[src/rtl/core/dcs_pkg.sv]
// ---------------------------------------------------------------------------
// dcs_pkg
// Types and codes shared by the dispense cycle sequencer modules.
// ---------------------------------------------------------------------------
package dcs_pkg;

    localparam int unsigned OP_W     = 3;
    localparam int unsigned CMD_W    = 3;
    localparam int unsigned DATA_W   = 16;
    localparam int unsigned CFG_IDX_W = 3;

    typedef enum logic [OP_W-1:0] {
        OP_PEDAL     = 3'd0,
        OP_MOVE_DONE = 3'd1,
        OP_TICK      = 3'd2,
        OP_STOP      = 3'd3,
        OP_RESET     = 3'd4
    } t_op;

    typedef enum logic [CMD_W-1:0] {
        CMD_NONE    = 3'd0,
        CMD_FORWARD = 3'd1,
        CMD_REVERSE = 3'd2,
        CMD_SWIPE   = 3'd3,
        CMD_PAUSE   = 3'd4
    } t_cmd;

    typedef enum logic [2:0] {
        ST_STOP    = 3'd0,
        ST_FIRST   = 3'd1,
        ST_FORWARD = 3'd2,
        ST_REVERSE = 3'd3,
        ST_PAUSE   = 3'd4,
        ST_SWIPE   = 3'd5
    } t_step;

    typedef enum logic [CFG_IDX_W-1:0] {
        CFG_ENABLED         = 3'd0,
        CFG_SPEED_VALUE     = 3'd1,
        CFG_FIRST_AMOUNT    = 3'd2,
        CFG_PORTION_AMOUNT  = 3'd3,
        CFG_REVERSE_AMOUNT  = 3'd4,
        CFG_SWIPE_PULSE     = 3'd5,
        CFG_PAUSE_TICKS     = 3'd6,
        CFG_TARGET_PORTIONS = 3'd7
    } t_cfg_idx;

    typedef struct packed {
        logic              enabled;
        logic [DATA_W-1:0] speed_value;
        logic [DATA_W-1:0] first_amount;
        logic [DATA_W-1:0] portion_amount;
        logic [DATA_W-1:0] reverse_amount;
        logic [DATA_W-1:0] swipe_pulse;
        logic [DATA_W-1:0] pause_ticks;
        logic [DATA_W-1:0] target_portions;
    } t_cfg;

    typedef struct packed {
        logic [CMD_W-1:0]  command;
        logic [DATA_W-1:0] amount;
        logic              set_speed;
        logic              cycle_done;
        logic [DATA_W-1:0] portions_done;
    } t_result;

endpackage

[src/rtl/core/dispense_cycle_sequencer.sv]
// ---------------------------------------------------------------------------
// dispense_cycle_sequencer
// Pedal-driven dispensing sequencer: one event in, one result out.
// ---------------------------------------------------------------------------
// Pipeline: from input transaction to result valid through the input register,
//           then the result register.
// Throughput: one event per cycle while not stalled; the event logic is a single pass.
// Reset: synchronous, active low; clears state, config and both stage valid flags.
// ---------------------------------------------------------------------------
module dispense_cycle_sequencer (
    input  logic                             i_clk,
    input  logic                             i_rst_n,
    input  logic                             i_in_valid,
    output logic                             o_in_stall,
    input  logic [dcs_pkg::OP_W-1:0]         i_op,
    input  logic                             i_pedal_level,
    output logic                             o_out_valid,
    input  logic                             i_out_stall,
    output logic [dcs_pkg::CMD_W-1:0]        o_command,
    output logic [dcs_pkg::DATA_W-1:0]       o_amount,
    output logic                             o_set_speed,
    output logic                             o_cycle_done,
    output logic [dcs_pkg::DATA_W-1:0]       o_portions_done,
    input  logic                             i_cfg_valid,
    output logic                             o_cfg_ready,
    input  logic [dcs_pkg::CFG_IDX_W-1:0]    i_cfg_index,
    input  logic [dcs_pkg::DATA_W-1:0]       i_cfg_data
);
    import dcs_pkg::*;

    t_cfg    cfg;
    t_result core_res;

    logic            r_in_valid;
    logic [OP_W-1:0] r_op;
    logic            r_pedal_level;
    logic            r_out_valid;
    t_result         r_res;

    logic out_advance;
    logic fire;
    logic in_accept;

    assign out_advance = !r_out_valid || !i_out_stall;
    assign fire        = r_in_valid && out_advance;
    assign in_accept   = i_in_valid && !o_in_stall;
    assign o_in_stall  = r_in_valid && !out_advance;
    assign o_cfg_ready = 1'b1;

    dcs_cfg_regs u_cfg (
        .i_clk      (i_clk),
        .i_rst_n    (i_rst_n),
        .i_wr_en    (i_cfg_valid),
        .i_wr_index (i_cfg_index),
        .i_wr_data  (i_cfg_data),
        .o_cfg      (cfg)
    );

    dcs_step_core u_core (
        .i_clk         (i_clk),
        .i_rst_n       (i_rst_n),
        .i_fire        (fire),
        .i_op          (r_op),
        .i_pedal_level (r_pedal_level),
        .i_cfg         (cfg),
        .o_result      (core_res)
    );

    always_ff @(posedge i_clk) begin
        if (!i_rst_n) begin
            r_in_valid <= 1'b0;
        end else if (!o_in_stall) begin
            r_in_valid <= i_in_valid;
        end
    end

    always_ff @(posedge i_clk) begin
        if (in_accept) begin
            r_op          <= i_op;
            r_pedal_level <= i_pedal_level;
        end
    end

    always_ff @(posedge i_clk) begin
        if (!i_rst_n) begin
            r_out_valid <= 1'b0;
        end else if (out_advance) begin
            r_out_valid <= r_in_valid;
        end
    end

    always_ff @(posedge i_clk) begin
        if (fire) begin
            r_res <= core_res;
        end
    end

    assign o_out_valid     = r_out_valid;
    assign o_command       = r_res.command;
    assign o_amount        = r_res.amount;
    assign o_set_speed     = r_res.set_speed;
    assign o_cycle_done    = r_res.cycle_done;
    assign o_portions_done = r_res.portions_done;

endmodule

[src/rtl/core/dcs_cfg_regs.sv]
// ---------------------------------------------------------------------------
// dcs_cfg_regs
// Configuration register file, written one register per transaction.
// ---------------------------------------------------------------------------
module dcs_cfg_regs (
    input  logic                           i_clk,
    input  logic                           i_rst_n,
    input  logic                           i_wr_en,
    input  logic [dcs_pkg::CFG_IDX_W-1:0]  i_wr_index,
    input  logic [dcs_pkg::DATA_W-1:0]     i_wr_data,
    output dcs_pkg::t_cfg                  o_cfg
);
    import dcs_pkg::*;

    t_cfg r_cfg;

    always_ff @(posedge i_clk) begin
        if (!i_rst_n) begin
            r_cfg <= '0;
        end else if (i_wr_en) begin
            case (t_cfg_idx'(i_wr_index))
                CFG_ENABLED:         r_cfg.enabled         <= i_wr_data[0];
                CFG_SPEED_VALUE:     r_cfg.speed_value     <= i_wr_data;
                CFG_FIRST_AMOUNT:    r_cfg.first_amount    <= i_wr_data;
                CFG_PORTION_AMOUNT:  r_cfg.portion_amount  <= i_wr_data;
                CFG_REVERSE_AMOUNT:  r_cfg.reverse_amount  <= i_wr_data;
                CFG_SWIPE_PULSE:     r_cfg.swipe_pulse     <= i_wr_data;
                CFG_PAUSE_TICKS:     r_cfg.pause_ticks     <= i_wr_data;
                CFG_TARGET_PORTIONS: r_cfg.target_portions <= i_wr_data;
                default: begin
                end
            endcase
        end
    end

    assign o_cfg = r_cfg;

endmodule

[src/rtl/core/dcs_step_core.sv]
// ---------------------------------------------------------------------------
// dcs_step_core
// Sequencer state and the single-pass event logic producing one result.
// ---------------------------------------------------------------------------
module dcs_step_core (
    input  logic                        i_clk,
    input  logic                        i_rst_n,
    input  logic                        i_fire,
    input  logic [dcs_pkg::OP_W-1:0]    i_op,
    input  logic                        i_pedal_level,
    input  dcs_pkg::t_cfg               i_cfg,
    output dcs_pkg::t_result            o_result
);
    import dcs_pkg::*;

    t_step             r_step, n_step;
    t_step             r_after_pause, n_after_pause;
    logic              r_first_pending, n_first_pending;
    logic              r_cycle_running, n_cycle_running;
    logic              r_paused, n_paused;
    logic              r_prev_pedal, n_prev_pedal;
    logic [DATA_W-1:0] r_portion_count, n_portion_count;
    logic [DATA_W-1:0] r_pause_remaining, n_pause_remaining;
    logic              r_pause_active, n_pause_active;

    t_step   step_sel;
    logic    do_run;
    t_result res;

    always_comb begin
        n_step            = r_step;
        n_after_pause     = r_after_pause;
        n_first_pending   = r_first_pending;
        n_cycle_running   = r_cycle_running;
        n_paused          = r_paused;
        n_prev_pedal      = r_prev_pedal;
        n_portion_count   = r_portion_count;
        n_pause_remaining = r_pause_remaining;
        n_pause_active    = r_pause_active;
        step_sel          = r_step;
        do_run            = 1'b0;
        res               = '0;

        case (t_op'(i_op))
            OP_PEDAL: begin
                if (i_cfg.enabled) begin
                    if (!i_pedal_level && r_prev_pedal) begin
                        do_run = 1'b1;
                        if (r_first_pending) begin
                            step_sel        = ST_FIRST;
                            n_first_pending = 1'b0;
                            n_cycle_running = 1'b1;
                            res.set_speed   = 1'b1;
                        end else if (r_paused) begin
                            step_sel        = ST_FORWARD;
                            n_cycle_running = 1'b1;
                            n_paused        = 1'b0;
                            res.set_speed   = 1'b1;
                        end else begin
                            n_cycle_running = 1'b0;
                            n_paused        = 1'b1;
                        end
                    end
                    n_prev_pedal = i_pedal_level;
                end
            end
            OP_MOVE_DONE: begin
                do_run = 1'b1;
            end
            OP_TICK: begin
                if (r_pause_active) begin
                    if (r_pause_remaining > DATA_W'(1)) begin
                        n_pause_remaining = r_pause_remaining - DATA_W'(1);
                    end else begin
                        n_pause_active    = 1'b0;
                        n_pause_remaining = '0;
                        step_sel          = r_after_pause;
                        do_run            = 1'b1;
                    end
                end
            end
            OP_STOP: begin
                n_cycle_running = 1'b0;
            end
            OP_RESET: begin
                n_first_pending = 1'b1;
                n_cycle_running = 1'b0;
                n_portion_count = '0;
                res.cycle_done  = 1'b1;
            end
            default: begin
            end
        endcase

        if (do_run) begin
            n_step = step_sel;
            case (step_sel)
                ST_FIRST: begin
                    res.command = CMD_FORWARD;
                    res.amount  = i_cfg.first_amount;
                    n_step      = ST_REVERSE;
                end
                ST_FORWARD: begin
                    res.command = CMD_FORWARD;
                    res.amount  = i_cfg.portion_amount;
                    n_step      = ST_REVERSE;
                end
                ST_REVERSE: begin
                    res.command   = CMD_REVERSE;
                    res.amount    = i_cfg.reverse_amount;
                    n_step        = ST_PAUSE;
                    n_after_pause = ST_SWIPE;
                end
                ST_PAUSE: begin
                    res.command       = CMD_PAUSE;
                    n_pause_remaining = i_cfg.pause_ticks;
                    n_pause_active    = 1'b1;
                end
                ST_SWIPE: begin
                    if (i_cfg.target_portions != '0
                        && i_cfg.target_portions == r_portion_count) begin
                        n_cycle_running = 1'b0;
                    end
                    n_step          = n_cycle_running ? ST_FORWARD : ST_STOP;
                    res.command     = CMD_SWIPE;
                    res.amount      = i_cfg.swipe_pulse;
                    n_portion_count = r_portion_count + DATA_W'(1);
                    res.cycle_done  = 1'b1;
                end
                default: begin
                end
            endcase
        end

        res.portions_done = n_portion_count;
    end

    always_ff @(posedge i_clk) begin
        if (!i_rst_n) begin
            r_step            <= ST_STOP;
            r_after_pause     <= ST_STOP;
            r_first_pending   <= 1'b1;
            r_cycle_running   <= 1'b0;
            r_paused          <= 1'b0;
            r_prev_pedal      <= 1'b0;
            r_portion_count   <= '0;
            r_pause_remaining <= '0;
            r_pause_active    <= 1'b0;
        end else if (i_fire) begin
            r_step            <= n_step;
            r_after_pause     <= n_after_pause;
            r_first_pending   <= n_first_pending;
            r_cycle_running   <= n_cycle_running;
            r_paused          <= n_paused;
            r_prev_pedal      <= n_prev_pedal;
            r_portion_count   <= n_portion_count;
            r_pause_remaining <= n_pause_remaining;
            r_pause_active    <= n_pause_active;
        end
    end

    assign o_result = res;

endmodule
[config.mk]
export PLATFORM = sky130hd
export DESIGN_NAME = dispense_cycle_sequencer
export DESIGN_NICKNAME = d
export VERILOG_FILES = /design/src/rtl/core/dcs_pkg.sv /design/src/rtl/core/dispense_cycle_sequencer.sv /design/src/rtl/core/dcs_cfg_regs.sv /design/src/rtl/core/dcs_step_core.sv
export SDC_FILE = /design/constraint.sdc
export NUM_CORES = 1
export LEC_CHECK = 0
export BUFFER_PORTS_ARGS = -buffer_cell sky130_fd_sc_hd__buf_2
export CORE_MARGIN = 3
export CORE_UTILIZATION = 53
export DETAILED_ROUTE_END_ITERATION = 7
export MAX_ROUTING_LAYER = met4
export PLACE_DENSITY = 0.82
export SYNTH_ARGS = -nofsm -noshare
export SYNTH_HDL_FRONTEND = slang
export SYNTH_SLANG_ARGS = --single-unit
[constraint.sdc]
create_clock -name i_clk -period 4.8 [get_ports i_clk]
set_clock_uncertainty 0.1 [all_clocks]
set_input_delay 0 -clock i_clk [delete_from_list [all_inputs] [get_ports i_clk]]
set_output_delay 0 -clock i_clk [all_outputs]
set_load 0.01 [all_outputs]
After elaboration in Yosys (flattened, before gate mapping)
Index checks and enable logic that the tools add are counted.
{ "word_totals": {"input_bits": 28, "out_inout_bits": 40, "register_bits": 181, "elab_cells": 123} }
{ "classes": {"n_reduce_logical": 30, "order_cmp": 1, "n_eq_ne": 18, "bitwise": 1, "mux": 46, "n_addsub": 2} }
{ "op_table": {"columns": ["cell", "n"], "rows": [
  ["$mux 16", 8],
  ["$pmux 16 s4", 1],
  ["$mux 1", 24],
  ["$eq 3x3->1 const B", 7],
  ["$eq 3x2->1 const B", 6],
  ["$mux 3", 6],
  ["$add 16x1->16 const B", 1],
  ["$eq 16x16->1", 1],
  ["$gt 16x1->1 const B", 1],
  ["$reduce_and 2->1", 8],
  ["$reduce_bool 16->1", 1],
  ["$sub 16x1->16 const B", 1],
  ["$pmux 3 s4", 1],
  ["$pmux 3 s3", 1],
  ["$reduce_and 3->1", 3],
  ["$eq 3x1->1 const B", 2],
  ["$logic_not 3->1", 2],
  ["$pmux 3 s2", 1],
  ["$logic_and 1x1->1", 5],
  ["$logic_not 1->1", 5],
  ["$reduce_and 5->1", 1],
  ["$pmux 1 s2", 2],
  ["$reduce_and 4->1", 1],
  ["$reduce_or 2->1", 2],
  ["other kinds (7)", 7]
]} }

Longest topological paths before layout
Gate-level depths: netlist (run 1).
{ "depth": {"ltp_word": 10, "depth_mapped": 12, "depth_no_buf": 9} }

Cells and area by module
A second synthesis (run 1) with hierarchy kept.
{ "hier_totals": {"hier_cells": 929, "area_unflattened_um2": 9103.7} }
{ "modules_own_cells": {"columns": ["module", "cells_per_inst", "instances", "area_per_inst_um2", "seq_area_each_um2"], "rows": [
  ["dcs_cfg_regs", 390, 1, 4127.7, 2262.2],
  ["dcs_step_core", 488, 1, 3649.8, 820.8],
  ["dispense_cycle_sequencer", 51, 1, 1326.3, 1271.2]
]} }

Worst setup path before layout (run 1)
OpenSTA, ideal clock, no wires.
{ "synth_path": {"path_type": "register -> register", "from": "register r_op[0]", "to": "register r_res (netlist bit o_portions_done[8]) (data pin)", "arrival_ns": 2.332, "n_path_buf": 2, "stages_incl_launch_ff": 10, "required_ns": 4.433, "synth_period_minus_slack_ns": 2.699, "setup_slack_ns": 2.101, "setup_time_ns": 0.267, "path_cell_list": "edfxtp_1 -> or4b_4 -> o31ai_1 -> nor4_1 -> a31oi_1 -> buf_2 -> buf_2 -> nor2_1 -> o21ai_0 -> o31ai_1"} }
{ "synth_lines": {"columns": ["item", "line", "source"], "rows": [
  ["from (decl)", "dispense_cycle_sequencer.sv:35", "logic [OP_W-1:0] r_op;"],
  ["from (signal assigned)", "dispense_cycle_sequencer.sv:79", "r_op <= i_op;"],
  ["to (signal assigned)", "dispense_cycle_sequencer.sv:94", "r_res <= core_res;"],
  ["to (decl)", "dispense_cycle_sequencer.sv:38", "t_result r_res;"]
]} }

==> impl_metrics.json, run 1 <==
{
  "final_cell_area_sq_um": 9840,
  "cts_inserted_buffers": 17,
  "clockRootBuffer": "clkbuf_16",
  "leakage_nw": 3.36,
  "gp_congestion": 0.908,
  "post-cts-setup-buffers": 0,
  "post_route_cells_drive_above_1_share": 0.121,
  "grt_pass1_vias": 7292,
  "routedWlPerCell_um": 17.3,
  "critPathRequiredTime_ps": 4960,
  "grt_antenna_before_repair": 0,
  "crit_arrival_ps": 3790,
  "die_y_um": 133,
  "holdWs_ps": 59.7,
  "core_sq_um": 15500,
  "crit_fanout": 16,
  "async_flop_share": 0,
  "final_common_cell": "nand2_1",
  "slew_viol_final": 0,
  "finalSetupTns_ps": 0,
  "vias": 7656,
  "worst_ir_drop_vdd_mv": 0.274,
  "yosys_warnings": 0,
  "synth_area_leader_cell": "dfxtp_1",
  "power_density_nw_per_um2": 324,
  "multi_input_area_sq_um": 4260,
  "syn_inst": 996,
  "fin_total_pwr_w": 0.00319,
  "synth_top_area_share": 0.325,
  "die-area_sq_um": 17800,
  "htreeDepth": 4,
  "synth-main-ff-cell": "dfxtp_1",
  "rsz0062_at_grt": "no",
  "min_period_ps": 3630,
  "insertedDiodeCount": 0,
  "hold_class": "input port to register",
  "die_w_um": 133,
  "synth_cell_types": 66,
  "finalNetCount": 1084,
  "final_hold_viol_count": 0,
  "cts_sinks": 181,
  "slew-limit-headroom": 0.297,
  "post_dp_cell_area_sq_um": 8990,
  "cts_tree": "built",
  "slowest_stage": "and2_0",
  "cts.path.max_buffers": 2,
  "max_stage_delay_ps": 740,
  "worstMarginPinSlew_ps": 1050,
  "ys_seq_area_frac": 0.468,
  "critPathBufInv": 0,
  "drc_errors": 0,
  "dr.pass1.iters": 6,
  "synth_edf_count": 41,
  "start_util": 0.554,
  "layout_common_cells": "247 x nand2_1, 140 x dfxtp_1, 102 x a21boi_0",
  "rows": 45,
  "synth-seq-cells": 181,
  "cp_common_cell": "o31ai_1",
  "num-fill-cells": 1323,
  "cp_top_family": "simple AND/OR/NAND/NOR gates",
  "critPathLaunchType": "register",
  "clk_pin_slew_ps": 70,
  "drt.antenna.violating_nets": 0,
  "setup_viol_count_final": 0,
  "syn_area_per_cell_sq_um": 8.65,
  "min_path_cells": 5,
  "cap_violations": 0,
  "syn-cell-area_sq_um": 8610,
  "drt-initial-drc-count": 725,
  "syn_nets": 1027,
  "period_share": 0.757,
  "grt_pass1_wl_um": 36100,
  "grt_usage": 0.259,
  "viasPerCell": 6.00,
  "critical_path_class": "register to register",
  "wl_um": 22000,
  "io_buffers": 66,
  "status": "complete, no violations",
  "insertion_delay_ps": 450,
  "cts-resized-gates": 0,
  "area.sequential_sq_um": 4030,
  "cp_cell_sequence": "or4b_4, o31ai_1, nor4_1, a31oi_2, and2_0, o21ai_0, o31ai_1",
  "pin_count": 68,
  "syn2layout_area_growth_pct": 14.2,
  "reg2reg_depth": 7,
  "synth_area_leaders": "dfxtp_1 33%, edfxtp_1 14%, nand2_1 11%, a21boi_0 8.9%, a22oi_1 3.0%",
  "max_freq_ghz": 0.275,
  "grt_max_degree": 105,
  "grt-ovfl-total": 0,
  "cp.depth": 7,
  "cp-end-kind": "register",
  "dp.final_hpwl_um": 14200
}
[layer usage]
| metal | share of wire | GRT usage |
|---|---|---|
| met4 | 0.028 | 0.102 |
| met5 | 0 | - |
| met3 | 0.080 | 0.0642 |
| met2 | 0.46 | 0.392 |
| met1 | 0.43 | 0.338 |
[cell type report]
class	count	share of cell area
Inverter	10	0.00382
Clock buffer	18	0.0447
Sequential cell	181	0.410
Clock inverter	14	0.0144
Tap cell	211	0.0268
Multi-Input combinational cell	742	0.433
Timing Repair Buffer	101	0.0669
[logic make-up (layout without fill, tap and decap cells)]
logic type	count (synthesis)	count (layout)	share of synthesized area
AOI/OAI and AO/OA	289	289	0.234
other	1	1	0.000436
DFF	181	181	0.468
buffers and inverters	73	143	0.0376
and+or+nand+nor	425	425	0.230
muxes	1	1	0.00116
adders and majority gates	3	3	0.00436
xor gates and xnor gates	23	23	0.0234
[through the flow]
stage	util	std cells	worst slack, ps
final	0.633	1277	1170
after global routing	0.633	1277	903
after CTS	0.632	1276	1240
after detailed placement	0.579	1219	1240
after global placement	0.579	1219	1390
after floorplan	-	996	2100
[power breakdown]
part	internal, W	switching [W]
Combinational	0.0000738	0.000116
Clock	0.000745	0.000645
Sequential	0.00159	0.0000203
Total	0.00241	0.000782
[final timing paths]
check,startpoint,endpoint,slack (ps)
hold reg to reg,u_cfg.o_cfg[93],u_cfg.o_cfg[93],360
hold / removal,i_cfg_valid,u_cfg.o_cfg[73],60
setup reg to reg,r_op[0],o_portions_done[15],1170
setup / recovery,r_op[0],o_portions_done[15],1170
[state kept, by name, summed over array words and instances, names as in the netlist, 3 cells and up]
signal                    count
u_cfg.o_cfg                  97
u_core.r_pause_remaining     16
o_portions_done              16
o_amount                     16
o_command                     3
r_op                          3
u_core.r_portion_count       16
u_core.r_step                 3
[timing repair]
action                     4_1_cts  5_1_grt
hold endpoints to repair       107        0
hold buffers                    25        0
setup endpoints to repair        0        0
[cell usage after synthesis (2+ instances only)]
cell type,count
and3_1,11
nor2_1,48
nor3_1,15
nand2_1,247
or3_1,5
o21ai_1,13
clkbuf_1,46
nor3b_1,2
nor2_2,3
a31oi_1,3
ha_1,3
nor4_1,11
dfxtp_1,140
edfxtp_1,41
nor4_4,2
a21boi_0,102
nand4b_1,2
xor2_1,11
a211oi_1,3
and2_1,5
o211ai_1,2
or4_1,4
a221o_1,2
nand4_1,7
o21ai_0,40
inv_1,9
a21oi_1,13
a21o_1,3
o21a_1,7
buf_2,10
a22oi_1,34
nor2b_1,12
buf_4,4
o31ai_1,17
a21boi_1,19
nor3_4,2
nand2b_1,6
and2_0,2
and4_1,3
xnor2_1,12
nand3_1,27
o22ai_1,22
buf_6,3
[worst register-to-register path, stage by stage, from the launching register on]
cell and delay [ps]:
edfxtp_1 500, or4b_4 630, o31ai_1 470, nor4_1 100
a31oi_2 530, and2_0 750, o21ai_0 250, o31ai_1 120
(Power assumes the default switching activity.)
==> inputs of run 2 (changes only) <==
Settings changed: ABC_AREA set to 1.
Clock period 4.8 ns to 3.7 ns, I/O delays scaled along.
==> run 2 against run 1 <==
  * Critical path depth rose by 9
  * Power rose by 34%
  * Utilization fell by 0.70 points
  * First-iteration DRC count rose by 16%
  * Sequential power rose by 33%
  * Synthesized area rose by 0.70%
  * Setup slack got worse by 260 ps
  * Sequential share of layout area fell by 0.59 points
  * Largest power group unchanged
  * Highest routed layer unchanged
  * Maximum frequency rose by 30%
  * Largest cell class is now flip-flops and latches
  * Non-clock buffer count rose by 2
==> impl_metrics.json, run 2 <==
{
  "drc_errors": 0,
  "hold_end": "u_cfg.o_cfg[61]",
  "area.sequential_sq_um": 4030,
  "post_dp_cell_area_sq_um": 9120,
  "layout_common_cells": "250 x nand2_1, 235 x nor2_1, 140 x dfxtp_1",
  "post-synth-top-count-cell": "nand2_1",
  "synth_edf_count": 41,
  "die_y_um": 134,
  "cts.path.max_buffers": 2,
  "crit_arrival_ps": 2990,
  "clk_pin_slew_ps": 70,
  "cp-end-kind": "register",
  "r2r-start": "u_core.r_pause_remaining[0]",
  "routedWlPerCell_um": 14.7,
  "syn_area_per_cell_sq_um": 7.29,
  "dr.pass1.iters": 5,
  "ys_top_cells_by_count": "250 x nand2_1, 235 x nor2_1, 140 x dfxtp_1",
  "hold_class": "input port to register",
  "syn_nets": 1220,
  "cts-resized-gates": 0,
  "rsz0062_at_grt": "no",
  "min_path_cells": 5,
  "final_common_cell": "nand2_1",
  "syn2layout_area_growth_pct": 15.1,
  "power_density_nw_per_um2": 429,
  "post_route_cells_drive_above_1_share": 0.112,
  "die_w_um": 134,
  "grt_pass1_wl_um": 36100,
  "critical_path_class": "register to register",
  "pin_count": 68,
  "ys_seq_area_frac": 0.465,
  "cts_tree": "built",
  "grt_usage": 0.256,
  "post-cts-setup-buffers": 0,
  "hold_start": "i_cfg_valid",
  "insertion_delay_ps": 440,
  "insertedDiodeCount": 0,
  "htreeDepth": 4,
  "cts_inserted_buffers": 17,
  "die-area_sq_um": 17900,
  "finalNetCount": 1292,
  "clockRootBuffer": "clkbuf_16",
  "yosys_warnings": 0,
  "io_buffers": 66,
  "status": "complete, no violations",
  "worstMarginPinSlew_ps": 983,
  "slew_viol_final": 0,
  "cap_violations": 0,
  "cts_sinks": 181,
  "largest_reg_flops": 97,
  "setup_viol_count_final": 0,
  "async_flop_share": 0,
  "timing.rr.end": "o_amount[1]",
  "core_sq_um": 15900,
  "rows": 46,
  "multi_input_area_sq_um": 3990,
  "leakage_nw": 4.56,
  "num-fill-cells": 1430,
  "grt_antenna_before_repair": 0,
  "reg2reg_depth": 16,
  "min_period_ps": 2790,
  "syn_inst": 1189,
  "drt-initial-drc-count": 840,
  "dp.final_hpwl_um": 14200,
  "final_cell_area_sq_um": 9980,
  "vias": 7890,
  "synth_top_area_share": 0.323,
  "ff2ff_setup_slack_ps": 910,
  "syn-cell-area_sq_um": 8670,
  "wl_um": 21800,
  "slew-limit-headroom": 0.344,
  "finalSetupTns_ps": 0,
  "synth_area_leader_cell": "dfxtp_1",
  "grt-ovfl-total": 0,
  "worst_ir_drop_vdd_mv": 0.334,
  "grt_pass1_vias": 7390,
  "drt.antenna.violating_nets": 0,
  "crit_fanout": 25,
  "synth-seq-cells": 181,
  "grt_max_degree": 102,
  "start_util": 0.544,
  "period_share": 0.755,
  "gp_congestion": 0.891,
  "critPathLaunchType": "register",
  "synth_cell_types": 46,
  "final_hold_viol_count": 0,
  "critPathRequiredTime_ps": 3900,
  "viasPerCell": 5.30,
  "max_freq_ghz": 0.358,
  "synth_area_leaders": "dfxtp_1 32%, edfxtp_1 14%, nand2_1 11%, nor2_1 10%, o21ai_0 6.5%",
  "synth-main-ff-cell": "dfxtp_1"
}
[run 2: changes by cell type after synthesis, moves of 11 or more]
cell / before / now
a21boi_0: 102 / 0
o21ai_0: 40 / 112
nand3_1: 27 / 84
o22ai_1: 22 / 1
nor2b_1: 12 / 0
nor2_1: 48 / 235
a21boi_1: 19 / 0
o31ai_1: 17 / 1
and3_1: 11 / 0
inv_1: 9 / 110
a21oi_1: 13 / 55
a22oi_1: 34 / 0
o21ai_1: 13 / 0
[run 2: logic make-up after synthesis]
family / share of synthesized area
buffers and inverters: 0.0752
AOI/OAI and AO/OA: 0.119
and+or+nand+nor: 0.306
other: 0.000432
DFF: 0.465
adders and majority gates: 0.00433
xor gates and xnor gates: 0.0293
[run 2: cell type report]
class	count	area share
multi-input cells	844	0.400
clock inverters	13	0.0122
clock buffers	19	0.0455
repair buffers	103	0.0680
inverters	114	0.0431
well taps	216	0.0271
flip-flops and latches	181	0.404
[run 2: worst max path at each step]
| stage | from | end | depth (start not counted) |
|---|---|---|---|
| floorplan | o_out_valid | o_amount[0] | 4 |
| global placement | r_op[0] | u_core.r_portion_count[2] | 13 |
| detailed placement | u_core.r_pause_remaining[0] | o_amount[14] | 16 |
| CTS | u_core.r_pause_remaining[0] | o_amount[7] | 16 |
| global route | u_core.r_pause_remaining[0] | u_core.r_portion_count[2] | 16 |
| finish | u_core.r_pause_remaining[0] | o_amount[1] | 16 |
[run 2: metal layers]
layer,share of wire,wire (um),global-route usage
met3,0.064,1390,0.0424
met2,0.48,10400,0.418
met1,0.44,9550,0.326
met5,0,0,-
met4,0.021,467,0.0874
[run 2: stage by stage]
stage | cells | setup WS (ps) | util | hold slack (ps) | power (W)
floorplan | 1189 | 1220 | - | -1.13 | 0.00241
global route | 1490 | 631 | 0.626 | 191 | 0.00444
finish | 1490 | 906 | 0.626 | 158 | 0.00428
global placement | 1430 | 1080 | 0.572 | 78.1 | 0.00252
detailed placement | 1430 | 975 | 0.572 | 79.8 | 0.00253
CTS | 1490 | 907 | 0.626 | 152 | 0.00430
[run 2: worst max-delay path: stages, from the launching register on]
cell and delay (ps):
dfxtp_1 330, inv_1 120, ha_1 180, inv_1 60
nand2_1 50, nand2_1 50, nor2_2 190, nand4_2 150
nand2_1 90, nand2_1 80, nand2_4 290, inv_4 190
nor2_4 440, nand2_1 100, nand2_1 90, nor2_1 40
nor2_1 70
[run 2: what timing repair did]
action,in CTS,in global routing
endpoints found under the hold margin,106,0
setup endpoints to repair,0,0
hold buffers,28,0
[run 2: report_power, final]
| group | switching (W) | internal, W |
|---|---|---|
| Sequential | 0.0000469 | 0.00209 |
| Combinational | 0.000250 | 0.000126 |
| Clock | 0.000792 | 0.000976 |
==> inputs of run 3 (changes only) <==
Settings changed: PLACE_DENSITY 0.82 to 0.85.
Clock period 3.7 ns to 2.3 ns, I/O delays scaled along.
==> run 3 against run 2 <==
  * The run now ends with setup timing left
  * Critical path depth increased by 3
  * Die area unchanged
  * Global-route usage increased by 0.66 points
  * Count of clock-buffer cells in the layout decreased by 1
  * Power increased by 67%
  * Sequential share of layout area decreased by 3.1 points
  * Largest power group unchanged
  * Highest routed layer unchanged
==> impl_metrics.json, run 3 (synthesis gave the netlist of run 2 again) <==
{
  "cp_cell_sequence": "inv_4, ha_4, inv_4, nand2_2, nand2_2, nor2_4, buf_6, nand4_4, nand2_2, nand2_2, nand2_4, nand2_4, nor2_4, buf_12, clkbuf_16, nand2_1, nand2_1, nor2_1, nor2_1",
  "slowest_stage": "dfxtp_4",
  "dr.pass1.iters": 6,
  "io_buffers": 66,
  "drt-initial-drc-count": 931,
  "slew-limit-headroom": 0.417,
  "cap_violations": 0,
  "cts.path.max_buffers": 2,
  "cp_common_cell": "nand2_2",
  "viasPerCell": 5.55,
  "fin_total_pwr_w": 0.00716,
  "pin_count": 68,
  "routedWlPerCell_um": 16.3,
  "holdWs_ps": 64.8,
  "insertedDiodeCount": 0,
  "wl_um": 25200,
  "worst_ir_drop_vdd_mv": 0.604,
  "area.sequential_sq_um": 4040,
  "grt-ovfl-total": 0,
  "critPathLaunchType": "register",
  "grt_pass1_wl_um": 37100,
  "crit_fanout": 7,
  "vias": 8575,
  "critical_path_class": "register to register",
  "drt.antenna.violating_nets": 0,
  "cp-end-kind": "register",
  "finalSetupTns_ps": -2080,
  "final_common_cell": "nor2_1",
  "period_share": 1.03,
  "start_util": 0.544,
  "htreeDepth": 4,
  "setup_ws_ps": -77.8,
  "grt_usage": 0.263,
  "die-area_sq_um": 17900,
  "finalNetCount": 1348,
  "status": "finished with violations",
  "insertion_delay_ps": 450,
  "syn2layout_area_growth_pct": 24.8,
  "rsz0062_at_grt": "yes",
  "clk_pin_slew_ps": 70,
  "max_stage_delay_ps": 370,
  "worstMarginPinSlew_ps": 875,
  "cp_top_family": "simple AND/OR/NAND/NOR gates",
  "core_sq_um": 15900,
  "final_util": 0.679,
  "power_density_nw_per_um2": 661,
  "min_period_ps": 2380,
  "gp_congestion": 0.938,
  "leakage_nw": 4.88,
  "critPathBufInv": 5,
  "cts_tree": "built",
  "final_hold_viol_count": 0,
  "violations": "setup timing",
  "clockRootBuffer": "clkbuf_16",
  "cts_sinks": 181,
  "crit_arrival_ps": 2590,
  "layout_common_cells": "234 x nor2_1, 232 x nand2_1, 138 x dfxtp_1",
  "multi_input_area_sq_um": 4200,
  "drc_errors": 0,
  "grt_pass1_vias": 7783,
  "post_route_cells_drive_above_1_share": 0.182,
  "largest_reg_flops": 97,
  "grt_max_degree": 102,
  "cts_inserted_buffers": 17,
  "max_freq_ghz": 0.421,
  "slew_viol_final": 0,
  "critPathRequiredTime_ps": 2510,
  "grt_antenna_before_repair": 0,
  "rows": 46,
  "die_y_um": 134,
  "dp.final_hpwl_um": 14500,
  "die_w_um": 134,
  "num-fill-cells": 1217,
  "hold_class": "input port to register",
  "setup_viol_count_final": 57,
  "dp_slack_ps": -106
}
run 3: final timing paths:
path,start,to,slack (ps),cells past startpoint
worst max-delay path,u_core.r_pause_remaining[0],o_amount[8],-80,19
worst min-delay path,i_rst_n,u_core.r_cycle_running,60,3
worst max register to register,u_core.r_pause_remaining[0],o_amount[8],-80,19
worst min register to register,u_cfg.o_cfg[19],u_cfg.o_cfg[19],380,2
run 3: final cells by class:
type | count | share of cell area
clock buffers | 18 | 0.0397
multi-input cells | 845 | 0.388
flip-flops and latches | 181 | 0.373
repair buffers | 158 | 0.119
well taps | 216 | 0.0250
inverters | 114 | 0.0405
clock inverters | 14 | 0.0150
run 3: per-layer routing:
metal | GRT usage | wire length [um] | vias to the layer above
met1 | 0.328 | 9900 | 3959
met4 | 0.110 | 838 | 0
met3 | 0.0563 | 2300 | 90
li1 | - | - | 4071
met2 | 0.417 | 12100 | 455
met5 | - | 0 | -
run 3: worst register-to-register path: stages, from the launching register on:
cell and delay, ps:
dfxtp_4 370, inv_4 70, ha_4 140, inv_4 30, nand2_2 60, nand2_2 60, nor2_4 190, buf_6 130
nand4_4 80, nand2_2 100, nand2_2 70, nand2_4 130, nand2_4 70, nor2_4 110, buf_12 140, clkbuf_16 160
nand2_1 60, nand2_1 60, nor2_1 40, nor2_1 90
run 3: per-stage QoR:
step	instances	cell area (sq um)
after floorplan	1189	8670
after global placement	1456	9380
after detailed placement	1456	9380
after CTS	1527	10400
after global routing	1546	10800
final	1546	10800
run 3: report_power, final:
| part | internal (W) | total (W) | switching, W |
|---|---|---|---|
| Clock | 0.00164 | 0.00300 | 0.00136 |
| Combinational | 0.000263 | 0.000714 | 0.000451 |
| Sequential | 0.00336 | 0.00345 | 0.0000817 |
| Total | 0.00526 | 0.00716 | 0.00189 |
run 3: repair_timing:
| item | CTS | global route |
|---|---|---|
| hold buffers | 30 | 0 |
| pin swaps | 2 | 34 |
| gates cloned | 1 | 4 |
| buffers inserted | 8 | 15 |
| endpoints found under the setup margin | 51 | 67 |
| endpoints found under the hold margin | 108 | 0 |
| resized for setup | 8 | 57 |
